[src/sv/sus_pkg.sv]
`timescale 1ns / 1ps
// ----------------------------------------------------------------------------
// sus_pkg: shared types and constants for the sorted unique set
// Operation codes, field widths and the queued operation beat.
// ----------------------------------------------------------------------------
package sus_pkg;

    localparam int MAX_RESULTS      = 16;
    localparam int DEFAULT_CAPACITY = 16;
    localparam int VALUE_W          = 32;
    localparam int COUNT_W          = 5;
    localparam int POS_W            = 4;

    localparam logic FUNC_INSERT = 1'b0;
    localparam logic FUNC_DELETE = 1'b1;

    typedef struct packed {
        logic               func;
        logic [VALUE_W-1:0] value;
    } sus_op_t;

    // handshake between the front queue and the back end
    typedef struct packed {
        logic valid;
    } sus_q_status_t;

    typedef struct packed {
        logic pop;
    } sus_q_ctrl_t;

endpackage

[src/sv/sus_front.sv]
`timescale 1ns / 1ps
// ----------------------------------------------------------------------------
// sus_front: input side of the sorted unique set
// Accepts operation beats and holds them in a two-entry queue for the back end.
// ----------------------------------------------------------------------------
module sus_front
    import sus_pkg::*;
(
    input  logic               clk,
    input  logic               rst_n,
    input  logic               in_valid,
    output logic               in_stall,
    input  logic               func,
    input  logic [VALUE_W-1:0] value,
    output sus_op_t            q_op,
    output sus_q_status_t      q_status,
    input  sus_q_ctrl_t        q_ctrl
);

    sus_op_t     entry_reg [2];
    logic        wr_ptr_reg;
    logic        wr_ptr_next;
    logic        rd_ptr_reg;
    logic        rd_ptr_next;
    logic [1:0]  fill_reg;
    logic [1:0]  fill_next;
    logic        push;
    logic        pop;

    assign in_stall       = (fill_reg == 2'd2);
    assign push           = in_valid && !in_stall;
    assign pop            = q_ctrl.pop && (fill_reg != 2'd0);
    assign q_status.valid = (fill_reg != 2'd0);
    assign q_op           = entry_reg[rd_ptr_reg];

    always_comb
    begin
        wr_ptr_next = push ? ~wr_ptr_reg : wr_ptr_reg;
        rd_ptr_next = pop ? ~rd_ptr_reg : rd_ptr_reg;
        fill_next   = fill_reg;
        if (push && !pop)
        begin
            fill_next = fill_reg + 2'd1;
        end
        else if (pop && !push)
        begin
            fill_next = fill_reg - 2'd1;
        end
    end

    always_ff @(posedge clk or negedge rst_n)
    begin
        if (!rst_n)
        begin
            wr_ptr_reg <= 1'b0;
            rd_ptr_reg <= 1'b0;
            fill_reg   <= 2'd0;
        end
        else
        begin
            wr_ptr_reg <= wr_ptr_next;
            rd_ptr_reg <= rd_ptr_next;
            fill_reg   <= fill_next;
        end
    end

    // payload storage, no reset
    always_ff @(posedge clk)
    begin
        if (push)
        begin
            entry_reg[wr_ptr_reg] <= '{func: func, value: value};
        end
    end

endmodule

[src/sv/sus_back.sv]
`timescale 1ns / 1ps
// ----------------------------------------------------------------------------
// sus_back: set update and readout for the sorted unique set
// Applies one queued operation, then streams the set.
// ----------------------------------------------------------------------------
module sus_back
    import sus_pkg::*;
#(
    parameter int CAPACITY = DEFAULT_CAPACITY
)
(
    input  logic               clk,
    input  logic               rst_n,
    input  sus_op_t            q_op,
    input  sus_q_status_t      q_status,
    output sus_q_ctrl_t        q_ctrl,
    output logic               out_valid,
    input  logic               out_stall,
    output logic [COUNT_W-1:0] set_count,
    output logic [POS_W-1:0]   position,
    output logic [VALUE_W-1:0] element,
    output logic               has_element,
    output logic               dropped_full,
    output logic               last
);

    localparam int EFF_CAP = (CAPACITY < MAX_RESULTS) ? CAPACITY : MAX_RESULTS;
    localparam int IDX_W   = (EFF_CAP > 1) ? $clog2(EFF_CAP) : 1;
    localparam int CNT_W   = $clog2(EFF_CAP + 1);

    typedef enum logic [1:0] {
        S_IDLE = 2'b01,
        S_EMIT = 2'b10
    } sus_state_t;

    sus_state_t          state_reg;
    sus_state_t          state_next;
    logic [VALUE_W-1:0]  vals_reg [EFF_CAP];
    logic [VALUE_W-1:0]  ins_val  [EFF_CAP];
    logic [VALUE_W-1:0]  del_val  [EFF_CAP];
    logic [CNT_W-1:0]    count_reg;
    logic [CNT_W-1:0]    count_next;
    logic [IDX_W-1:0]    idx_reg;
    logic [IDX_W-1:0]    idx_next;
    logic                drop_reg;
    logic                drop_next;
    logic [EFF_CAP-1:0]  lt_v;
    logic [EFF_CAP-1:0]  eq_v;
    logic                present;
    logic                full;
    logic                take;
    logic                do_ins;
    logic                do_del;
    logic                beat_done;

    // per-entry compare against the operand, masked to held entries
    always_comb
    begin
        for (int i = 0; i < EFF_CAP; i++)
        begin
            lt_v[i] = (CNT_W'(i) < count_reg) &&
                      ($signed(vals_reg[i]) < $signed(q_op.value));
            eq_v[i] = (CNT_W'(i) < count_reg) && (vals_reg[i] == q_op.value);
        end
    end

    assign present = |eq_v;
    assign full    = (count_reg == CNT_W'(EFF_CAP));
    assign take    = (state_reg == S_IDLE) && q_status.valid;
    assign do_ins  = take && (q_op.func == FUNC_INSERT) && !present && !full;
    assign do_del  = take && (q_op.func == FUNC_DELETE) && present;

    assign q_ctrl.pop = take;

    // shifted copies: open a slot at the lower bound, or close the matching slot
    always_comb
    begin
        ins_val[0] = lt_v[0] ? vals_reg[0] : q_op.value;
        for (int i = 1; i < EFF_CAP; i++)
        begin
            if (lt_v[i])
                ins_val[i] = vals_reg[i];
            else if (lt_v[i-1])
                ins_val[i] = q_op.value;
            else
                ins_val[i] = vals_reg[i-1];
        end
        for (int i = 0; i < EFF_CAP - 1; i++)
        begin
            del_val[i] = lt_v[i] ? vals_reg[i] : vals_reg[i+1];
        end
        del_val[EFF_CAP-1] = vals_reg[EFF_CAP-1];
    end

    // readout
    assign out_valid    = (state_reg == S_EMIT);
    assign has_element  = (count_reg != '0);
    assign set_count    = COUNT_W'(count_reg);
    assign position     = POS_W'(idx_reg);
    assign element      = has_element ? vals_reg[idx_reg] : '0;
    assign dropped_full = drop_reg;
    assign last         = !has_element || ((CNT_W'(idx_reg) + CNT_W'(1)) == count_reg);
    assign beat_done    = out_valid && !out_stall;

    always_comb
    begin
        state_next = state_reg;
        count_next = count_reg;
        idx_next   = idx_reg;
        drop_next  = drop_reg;
        case (state_reg)
            S_IDLE:
            begin
                if (take)
                begin
                    state_next = S_EMIT;
                    idx_next   = '0;
                    drop_next  = (q_op.func == FUNC_INSERT) && !present && full;
                    if (do_ins)
                        count_next = count_reg + CNT_W'(1);
                    else if (do_del)
                        count_next = count_reg - CNT_W'(1);
                end
            end
            S_EMIT:
            begin
                if (beat_done)
                begin
                    if (last)
                        state_next = S_IDLE;
                    else
                        idx_next = idx_reg + IDX_W'(1);
                end
            end
            default:
            begin
                state_next = S_IDLE;
            end
        endcase
    end

    always_ff @(posedge clk or negedge rst_n)
    begin
        if (!rst_n)
        begin
            state_reg <= S_IDLE;
            count_reg <= '0;
            idx_reg   <= '0;
            drop_reg  <= 1'b0;
        end
        else
        begin
            state_reg <= state_next;
            count_reg <= count_next;
            idx_reg   <= idx_next;
            drop_reg  <= drop_next;
        end
    end

    always_ff @(posedge clk)
    begin
        if (do_ins)
        begin
            vals_reg <= ins_val;
        end
        else if (do_del)
        begin
            vals_reg <= del_val;
        end
    end

endmodule

[src/sv/sorted_unique_set_core.sv]
`timescale 1ns / 1ps
// ----------------------------------------------------------------------------
// sorted_unique_set_core: ordered set of distinct signed 32-bit values
// Insert/delete operations in, full ordered contents out after each one.
// ----------------------------------------------------------------------------
// Usage:
//   Input channel (in_valid/in_stall, func, value): one beat per operation,
//   func 0 inserts value, func 1 deletes it. Duplicate inserts and deletes of
//   absent values leave the set alone.
//   Output channel (out_valid/out_stall): after each operation the whole set
//   is streamed lowest value first, one beat per element, each with set_count
//   and position, and last on the final beat. An empty set yields a single
//   beat with has_element low. dropped_full is high on every beat of a run whose
//   insert was refused because the set already held min(CAPACITY, 16) values.
// Timing:
//   A two-entry front queue takes operations while the back end is busy.
//   The back end takes an operation from the queue in its idle state,
//   applies it on leaving that state (parallel compare and shift of the value
//   registers) and then streams the output beats in its emit state; it takes
//   the next operation only after the last beat of the run has been accepted.
//   While out_stall is high the current beat holds; the queue absorbs two
//   more operations before in_stall rises.
// Reset: empties the set and the queue; no clearing pass is needed.
// ----------------------------------------------------------------------------
module sorted_unique_set_core
    import sus_pkg::*;
#(
    parameter int CAPACITY = DEFAULT_CAPACITY
)
(
    input  logic               clk,
    input  logic               rst_n,
    input  logic               in_valid,
    output logic               in_stall,
    input  logic               func,
    input  logic [VALUE_W-1:0] value,
    output logic               out_valid,
    input  logic               out_stall,
    output logic [COUNT_W-1:0] set_count,
    output logic [POS_W-1:0]   position,
    output logic [VALUE_W-1:0] element,
    output logic               has_element,
    output logic               dropped_full,
    output logic               last
);

    localparam int EFF_CAP = (CAPACITY < MAX_RESULTS) ? CAPACITY : MAX_RESULTS;

    sus_op_t       q_op;
    sus_q_status_t q_status;
    sus_q_ctrl_t   q_ctrl;

    // front: accept and buffer operations
    sus_front u_front (
        .clk      (clk),
        .rst_n    (rst_n),
        .in_valid (in_valid),
        .in_stall (in_stall),
        .func     (func),
        .value    (value),
        .q_op     (q_op),
        .q_status (q_status),
        .q_ctrl   (q_ctrl)
    );

    // back: apply the operation and stream the set
    sus_back #(
        .CAPACITY (CAPACITY)
    ) u_back (
        .clk          (clk),
        .rst_n        (rst_n),
        .q_op         (q_op),
        .q_status     (q_status),
        .q_ctrl       (q_ctrl),
        .out_valid    (out_valid),
        .out_stall    (out_stall),
        .set_count    (set_count),
        .position     (position),
        .element      (element),
        .has_element  (has_element),
        .dropped_full (dropped_full),
        .last         (last)
    );

    // element flag follows the count
    a_has_elem: assert property (@(posedge clk) disable iff (!rst_n)
        out_valid |-> (has_element == (set_count != '0)))
        else $error("has_element disagrees with set_count");

    // rank stays inside the held range
    a_pos_range: assert property (@(posedge clk) disable iff (!rst_n)
        (out_valid && has_element) |-> (COUNT_W'(position) < set_count))
        else $error("position beyond set_count");

    // a refused insert only happens on a full set
    a_drop_full: assert property (@(posedge clk) disable iff (!rst_n)
        (out_valid && dropped_full) |-> (set_count == COUNT_W'(EFF_CAP)))
        else $error("dropped_full on a set that is not full");

    // a stalled input means the queue has work for the back end
    a_stall_q: assert property (@(posedge clk) disable iff (!rst_n)
        in_stall |-> q_status.valid)
        else $error("input stalled with empty queue");

endmodule
[config.mk]
export PLATFORM = sky130hd
export DESIGN_NAME = sorted_unique_set_core
export DESIGN_NICKNAME = d
export VERILOG_FILES = /design/src/sv/sus_pkg.sv /design/src/sv/sus_front.sv /design/src/sv/sus_back.sv /design/src/sv/sorted_unique_set_core.sv
export SDC_FILE = /design/constraint.sdc
export NUM_CORES = 2
export LEC_CHECK = 0
export BUFFER_PORTS_ARGS = -buffer_cell sky130_fd_sc_hd__buf_2
export CORE_ASPECT_RATIO = 0.9
export CORE_MARGIN = 8
export CORE_UTILIZATION = 51
export DETAILED_ROUTE_END_ITERATION = 10
export GPL_TIMING_DRIVEN = 0
export PLACE_DENSITY_LB_ADDON = 0.1
export REMOVE_ABC_BUFFERS = 1
export SLEW_MARGIN = 25
export SYNTH_ARGS = -nofsm -noshare
export SYNTH_HDL_FRONTEND = slang
export SYNTH_SLANG_ARGS = --single-unit
[constraint.sdc]
create_clock -name clk -period 8.8 [get_ports clk]
set_clock_uncertainty 0.05 [all_clocks]
set_input_delay 1.76 -clock clk [delete_from_list [all_inputs] [get_ports clk]]
set_output_delay 1.76 -clock clk [all_outputs]
set_load 0.01 [all_outputs]
Word level (Yosys, flattened, before mapping)
Memories as Yosys holds them, arrays and structs flattened.
Index checks and enable logic that the tools add are counted.
{"block": "op_classes", "add_sub_neg": 6, "magnitude_cmp": 33, "eq_ne": 25, "mux": 66, "bitwise": 20, "n_reduce_logical": 79}
{"op": "$mux 32", "n": 49}
{"op": "$mux 512", "n": 2}
{"op": "$eq 32x32->1", "n": 16}
{"op": "$lt 32x32->1", "n": 16}
{"op": "$bmux 32 s4", "n": 1}
{"op": "$logic_and 1x1->1", "n": 45}
{"op": "$lt 4x5->1 const A", "n": 8}
{"op": "$reduce_and 2->1", "n": 17}
{"op": "$lt 3x5->1 const A", "n": 4}
{"op": "$not 1->1", "n": 19}
{"op": "$reduce_or 16->1", "n": 1}
{"op": "$mux 4", "n": 3}
{"op": "$lt 1x5->1 const A", "n": 2}
{"op": "$lt 2x5->1 const A", "n": 2}
{"op": "$mux 2", "n": 5}
{"op": "$mux 5", "n": 2}
{"op": "$pmux 4 s2", "n": 1}
{"op": "$reduce_bool 2->1", "n": 4}
{"op": "$logic_not 1->1", "n": 7}
{"op": "$ne 2x2->1 const B", "n": 3}
{"op": "$reduce_and 3->1", "n": 2}
{"op": "$add 4x1->5 const B", "n": 1}
{"op": "$add 5x1->5 const B", "n": 1}
{"op": "$eq 5x5->1", "n": 1}
{"op": "other kinds (15)", "n": 17}
{"block": "word_totals", "register_bits": 528, "mem_bits_rw": 66, "in_bits": 37, "out_inout_bits": 46, "elab_cells": 253, "mem_count": 1}
{"memory": "u_front.entry_reg", "depth": 2, "width": 33, "read_ports": 1, "rd_ports_with_merged_regs": 0, "write_ports": 1, "line": "sus_front.sv:20", "rtl": "sus_op_t entry_reg [2];"}

Logic depth before layout (Yosys ltp)
An unclocked memory read counts as a cell.
{"block": "logic_depth", "ltp_word": 9, "depth_mapped": 18, "depth_no_buf": 11}

Cells and area by module
From an unflattened synthesis, not the netlist that was laid out.
{"block": "unflattened", "hier_cells": 3975, "area_unflattened_um2": 45427.3}
{"module": "sus_back", "n_inst": 1, "cells_per_inst": 3853, "area_each_um2": 42693.4, "seq_area_each_um2": 15676.3}
{"module": "sus_front", "n_inst": 1, "cells_per_inst": 122, "area_each_um2": 2733.9, "seq_area_each_um2": 2082.0}

Worst setup path after synthesis
Ideal clock, no wire load.
{"block": "synth_path", "path_kind": "register to register", "start": "register u_front.rd_ptr_reg", "end": "register u_back.vals_reg, in the netlist u_back.del_val[0], enable pin", "setup_ns": 0.432, "arrival_time_ns": 5.798, "required_ns": 8.318, "path_slack_ns": 2.521, "stages_incl_launch_ff": 18, "n_path_buf": 7, "period_less_slack_ns": 6.279, "cell_sequence": "dfrtp_1 clkbuf_1 clkbuf_1 mux2_2 inv_1 ha_1 and4_1 nor4b_1 and4b_1 a2111o_1 or4_1 buf_2 or2_1 buf_2 buf_6 buf_6 buf_6 a21oi_1"}
{"block": "synth_via", "elab_chain_cells": 8, "elab_cells_between_ends": 43, "classes_between": "1 x order compare; 16 x eq/ne; 2 x bitwise; 23 x reduce/logical; 1 x memory"}
{"element": "start, declared", "line": "sus_front.sv:23", "rtl": "logic rd_ptr_reg;"}
{"element": "start signal, assigned", "line": "sus_front.sv:62", "rtl": "rd_ptr_reg <= rd_ptr_next;"}
{"element": "$mem_v2 2x33 *"}
{"element": "branches (longest 6 deep; another with $lt 32x32->1)"}
{"element": "$reduce_and 2->1 (no line) *"}
{"element": "end signal, assigned", "line": "sus_back.sv:164", "rtl": "vals_reg <= ins_val;"}
{"element": "end signal, assigned", "line": "sus_back.sv:168", "rtl": "vals_reg <= del_val;"}
{"element": "end, declared", "line": "sus_back.sv:38", "rtl": "logic [VALUE_W-1:0] vals_reg [EFF_CAP];"}
Every way passes the cells marked *.
A chain may end at the register's enable or synchronous reset.

Worst setup path in the final report
{"block": "layout_path", "start": "register u_front.rd_ptr_reg", "end": "register u_back.vals_reg[489] (netlist bit), data pin"}
{"block": "layout_via", "elab_chain_cells": 8, "elab_cells_between_ends": 41, "classes_between": "16 x eq/ne; 2 x mux; 1 x bitwise; 21 x reduce/logical; 1 x memory"}
{"element": "$mem_v2 2x33 *"}
{"element": "$eq 32x32->1", "line": "sus_back.sv:63", "rtl": "eq_v[i] = (CNT_W'(i) < count_reg) && (vals_reg[i] == q_op.value);"}
{"element": "$logic_and 1x1->1", "line": "sus_back.sv:63"}
{"element": "$reduce_or 16->1", "line": "sus_back.sv:67", "rtl": "assign present = |eq_v;"}
{"element": "$logic_not 1->1", "line": "sus_back.sv:70", "rtl": "assign do_ins = take && (q_op.func == FUNC_INSERT) && !present && !full;"}
{"element": "$logic_and 1x1->1 (2 in series)", "line": "sus_back.sv:70"}
{"element": "$mux 512 *", "line": "sus_back.sv:162", "rtl": "if (do_ins)"}
Every way passes the cells marked *; elsewhere a longest branch is shown, timed or not. The select of a mux whose other input is x is not followed.

==> impl_metrics.ini <==
[worst_setup_path]
arrival_ps = 7610
r2r-start = u_front.rd_ptr_reg
crit_path_start = u_front.rd_ptr_reg
reg2reg_depth = 15
path_class = reg -> reg
crit_required_ps = 9110
critPathMaxFanout = 66
critPathLaunchType = register
end_kind = register
reg2reg_slack_ps = 1490

[power_and_ir_drop]
p_per_area_mw_per_mm2 = 446
power.share.sequential_pct = 26.7
p_sw_mw = 10.8
clockPowerShare_pct = 13.2
combPwrFrac_pct = 60.1
p_sw_share_pct = 48.2
intPower_mw = 11.7
ir_drop_uv = 339
finalPower_mw = 22.5
power_leakage_nw = 19.8

[floorplan]
core_area_mm2 = 0.0875
die_y_um = 298
num_io_pins = 83
die_w_um = 329
initial_core_util_pct = 51.4
fp-row-count = 103
dieArea_mm2 = 0.0979

[sta]
whs_ps = 429
drv_slew = 0
tightest_slew_ps = 1250
finalSetupViolations = 0
fin_crit_sh_pct = 83.0
fmax_ghz = 0.137
relSlewSlack_pct = 15.9
grt_setup_unrepaired = no
fin_crit_ps = 7310
finalHoldViolCount = 0

[grt]
grt_usage_pct = 32.6
grt_max_degree = 76
grt_overflow_total = 0
grt_antenna_before_repair = 3
grt_pass1_vias = 35300
grt_pass1_wl_mm = 239

[synthesis]
synth_fa_ha_area_share_pct = 14.4
synthMuxAreaShare_pct = 16.5
syn_area_mm2 = 0.0450
synth_cell_types = 76
synth_xor_area_share_pct = 0.253
synth_top_family_by_area = multiplexers
synth_area_per_cell_um2 = 10.3
ys_ff_latch = 594
synth-main-ff-cell = edfxtp_1
synth_top_area_cell = edfxtp_1
yosysWarnings = 0
synth-simple-area-share_pct = 10.4
synthArstFlopShare_pct = 2.69
synth_edf_count = 578
yosys.cell_count.top_type = nand2_1
syn_inst = 4354
ys_top_cells_by_area = edfxtp_1, ha_1, mux2i_1
synthTopCellsByCount = nand2_1, edfxtp_1, mux2i_1
synth_compound_area_share_pct = 15.5
synth_top_area_share_pct = 38.6
yosysSeqAreaShare_pct = 39.5

[clock_tree]
clk_pin_slew_ps = 60
clockBufferDepth = 3
cts-buffers-inserted = 73
htreeDepth = 3
worstSkewPairLatency_ps = 660
hold_buffers = 0
cts_sinks = 594
root_buffer = clkbuf_16
cts_resized = 0
cts_setup_buffers = 0
cts_tree = built

[job]
maxCapViolations = 0

[final_layout]
area_delta_synth_final_pct = 12.0
largest_reg_flops = 480
n_antenna_cell = 0
n_fill_cell = 7453
finalNonFillerCells = 5547
drive_above_1_share_pct = 11.8
nets = 4893

[place]
dp.cells = 5418
gp_congestion = 0.962
dp_hpwl_mm = 124
portBuffers = 82

[drt]
wl_met1_mm = 67.4
antenna_left = 0
top_layer = met5
drc_errors = 0
dr_total_vias = 37100
dr.pass1.iters = 6
drt_iter0_markers = 4491
avgRoutedWirePerCell_um = 29.5
route.met3.wl_mm = 17.8
route.met2.wl_mm = 72.2
wl_mm = 164
vias_per_cell = 6.69

[min_path]
hp-start = u_back.dropped_full
hp-class = reg -> reg
hold_depth = 2

[outcome]
run_status = finished clean
==> cell type report <==
class,count,area [µm²],area share (%)
clock buffers,91,1960,3.89
clock inverters,38,270,0.536
inverters,79,297,0.589
multi-input cells,3397,26000,51.6
flip-flops and latches,594,17800,35.3
well taps,1155,1450,2.87
repair buffers,193,2640,5.23
==> stage by stage <==
step | setup slack (ps) | cell area [µm²] | utilization, % | setup TNS (ps)
2_1_floorplan | -19130 | 43700 | - | -6195450
3_3_place_gp | -46740 | 45500 | 52.0 | -
3_5_place_dp | 1680 | 48200 | 55.0 | 0
4_1_cts | 1690 | 50400 | 57.6 | 0
5_1_grt | 1370 | 50400 | 57.6 | 0
6_report | 1490 | 50400 | 57.6 | 0
==> cell families (layout without fill, tap and decap cells) <==
logic type	count (synthesis)	after routing
buffers and inverters	363	401
multiplexers	651	651
AND/OR/NAND/NOR	1054	1054
XOR/XNOR	13	13
adder cells (fa/ha/maj)	518	518
flip-flops	594	594
AO/OA/AOI/OAI	1161	1161
==> power by group through the flow <==
stage | Sequential [mW] | Combinational (mW) | Clock (mW)
after global routing | 6.10 | 14.6 | 3.08
after global placement | 6.04 | 11.9 | 0
after CTS | 5.95 | 13.3 | 2.99
final | 6.01 | 13.5 | 2.96
after floorplan | 5.52 | 8.58 | 0
after detailed placement | 6.00 | 13.2 | 0
==> routing by layer <==
metal	vias up	global-route usage [%]
li1	16700	-
met1	18300	44.1
met2	1759	49.9
met3	358	9.03
met4	6	11.7
met5	-	0
==> cell usage in the layout (no fill, tap or decap), drive strengths merged, types with 15 or more instances in the layout <==
cell / instances
a211oi: 55
a21o: 47
a21oi: 226
a221oi: 35
buf: 193
clkbuf: 91
clkinv: 31
dfrtp: 15
edfxtp: 578
ha: 518
inv: 81
mux2: 68
mux2i: 519
mux4: 64
nand2: 624
nand3: 51
nand4: 106
nor2: 111
nor2b: 19
nor3: 61
nor4: 15
o211ai: 17
o21a: 16
o21ai: 593
o221ai: 32
o22ai: 35
o31ai: 41
==> worst paths after layout <==
kind | to
min reg2reg | u_back.dropped_full
max | u_back.vals_reg[489]
min | u_back.dropped_full
max in group asynchronous | u_back.set_count[4]
min in group asynchronous | u_back.state_reg[1]
max reg2reg | u_back.vals_reg[489]
==> worst max-delay path, cell delays in order (launching register included) <==
cell	delay [ps]
dfrtp_2	660
mux2_2	640
inv_1	600
ha_1	530
and4_1	440
nor4bb_1	860
nand4_1	340
nand4_1	210
or4_1	430
or2_4	570
buf_16	310
buf_16	280
buf_16	290
buf_12	270
buf_12	250
o21ai_0	110
Power figures use the tool's default switching activity.
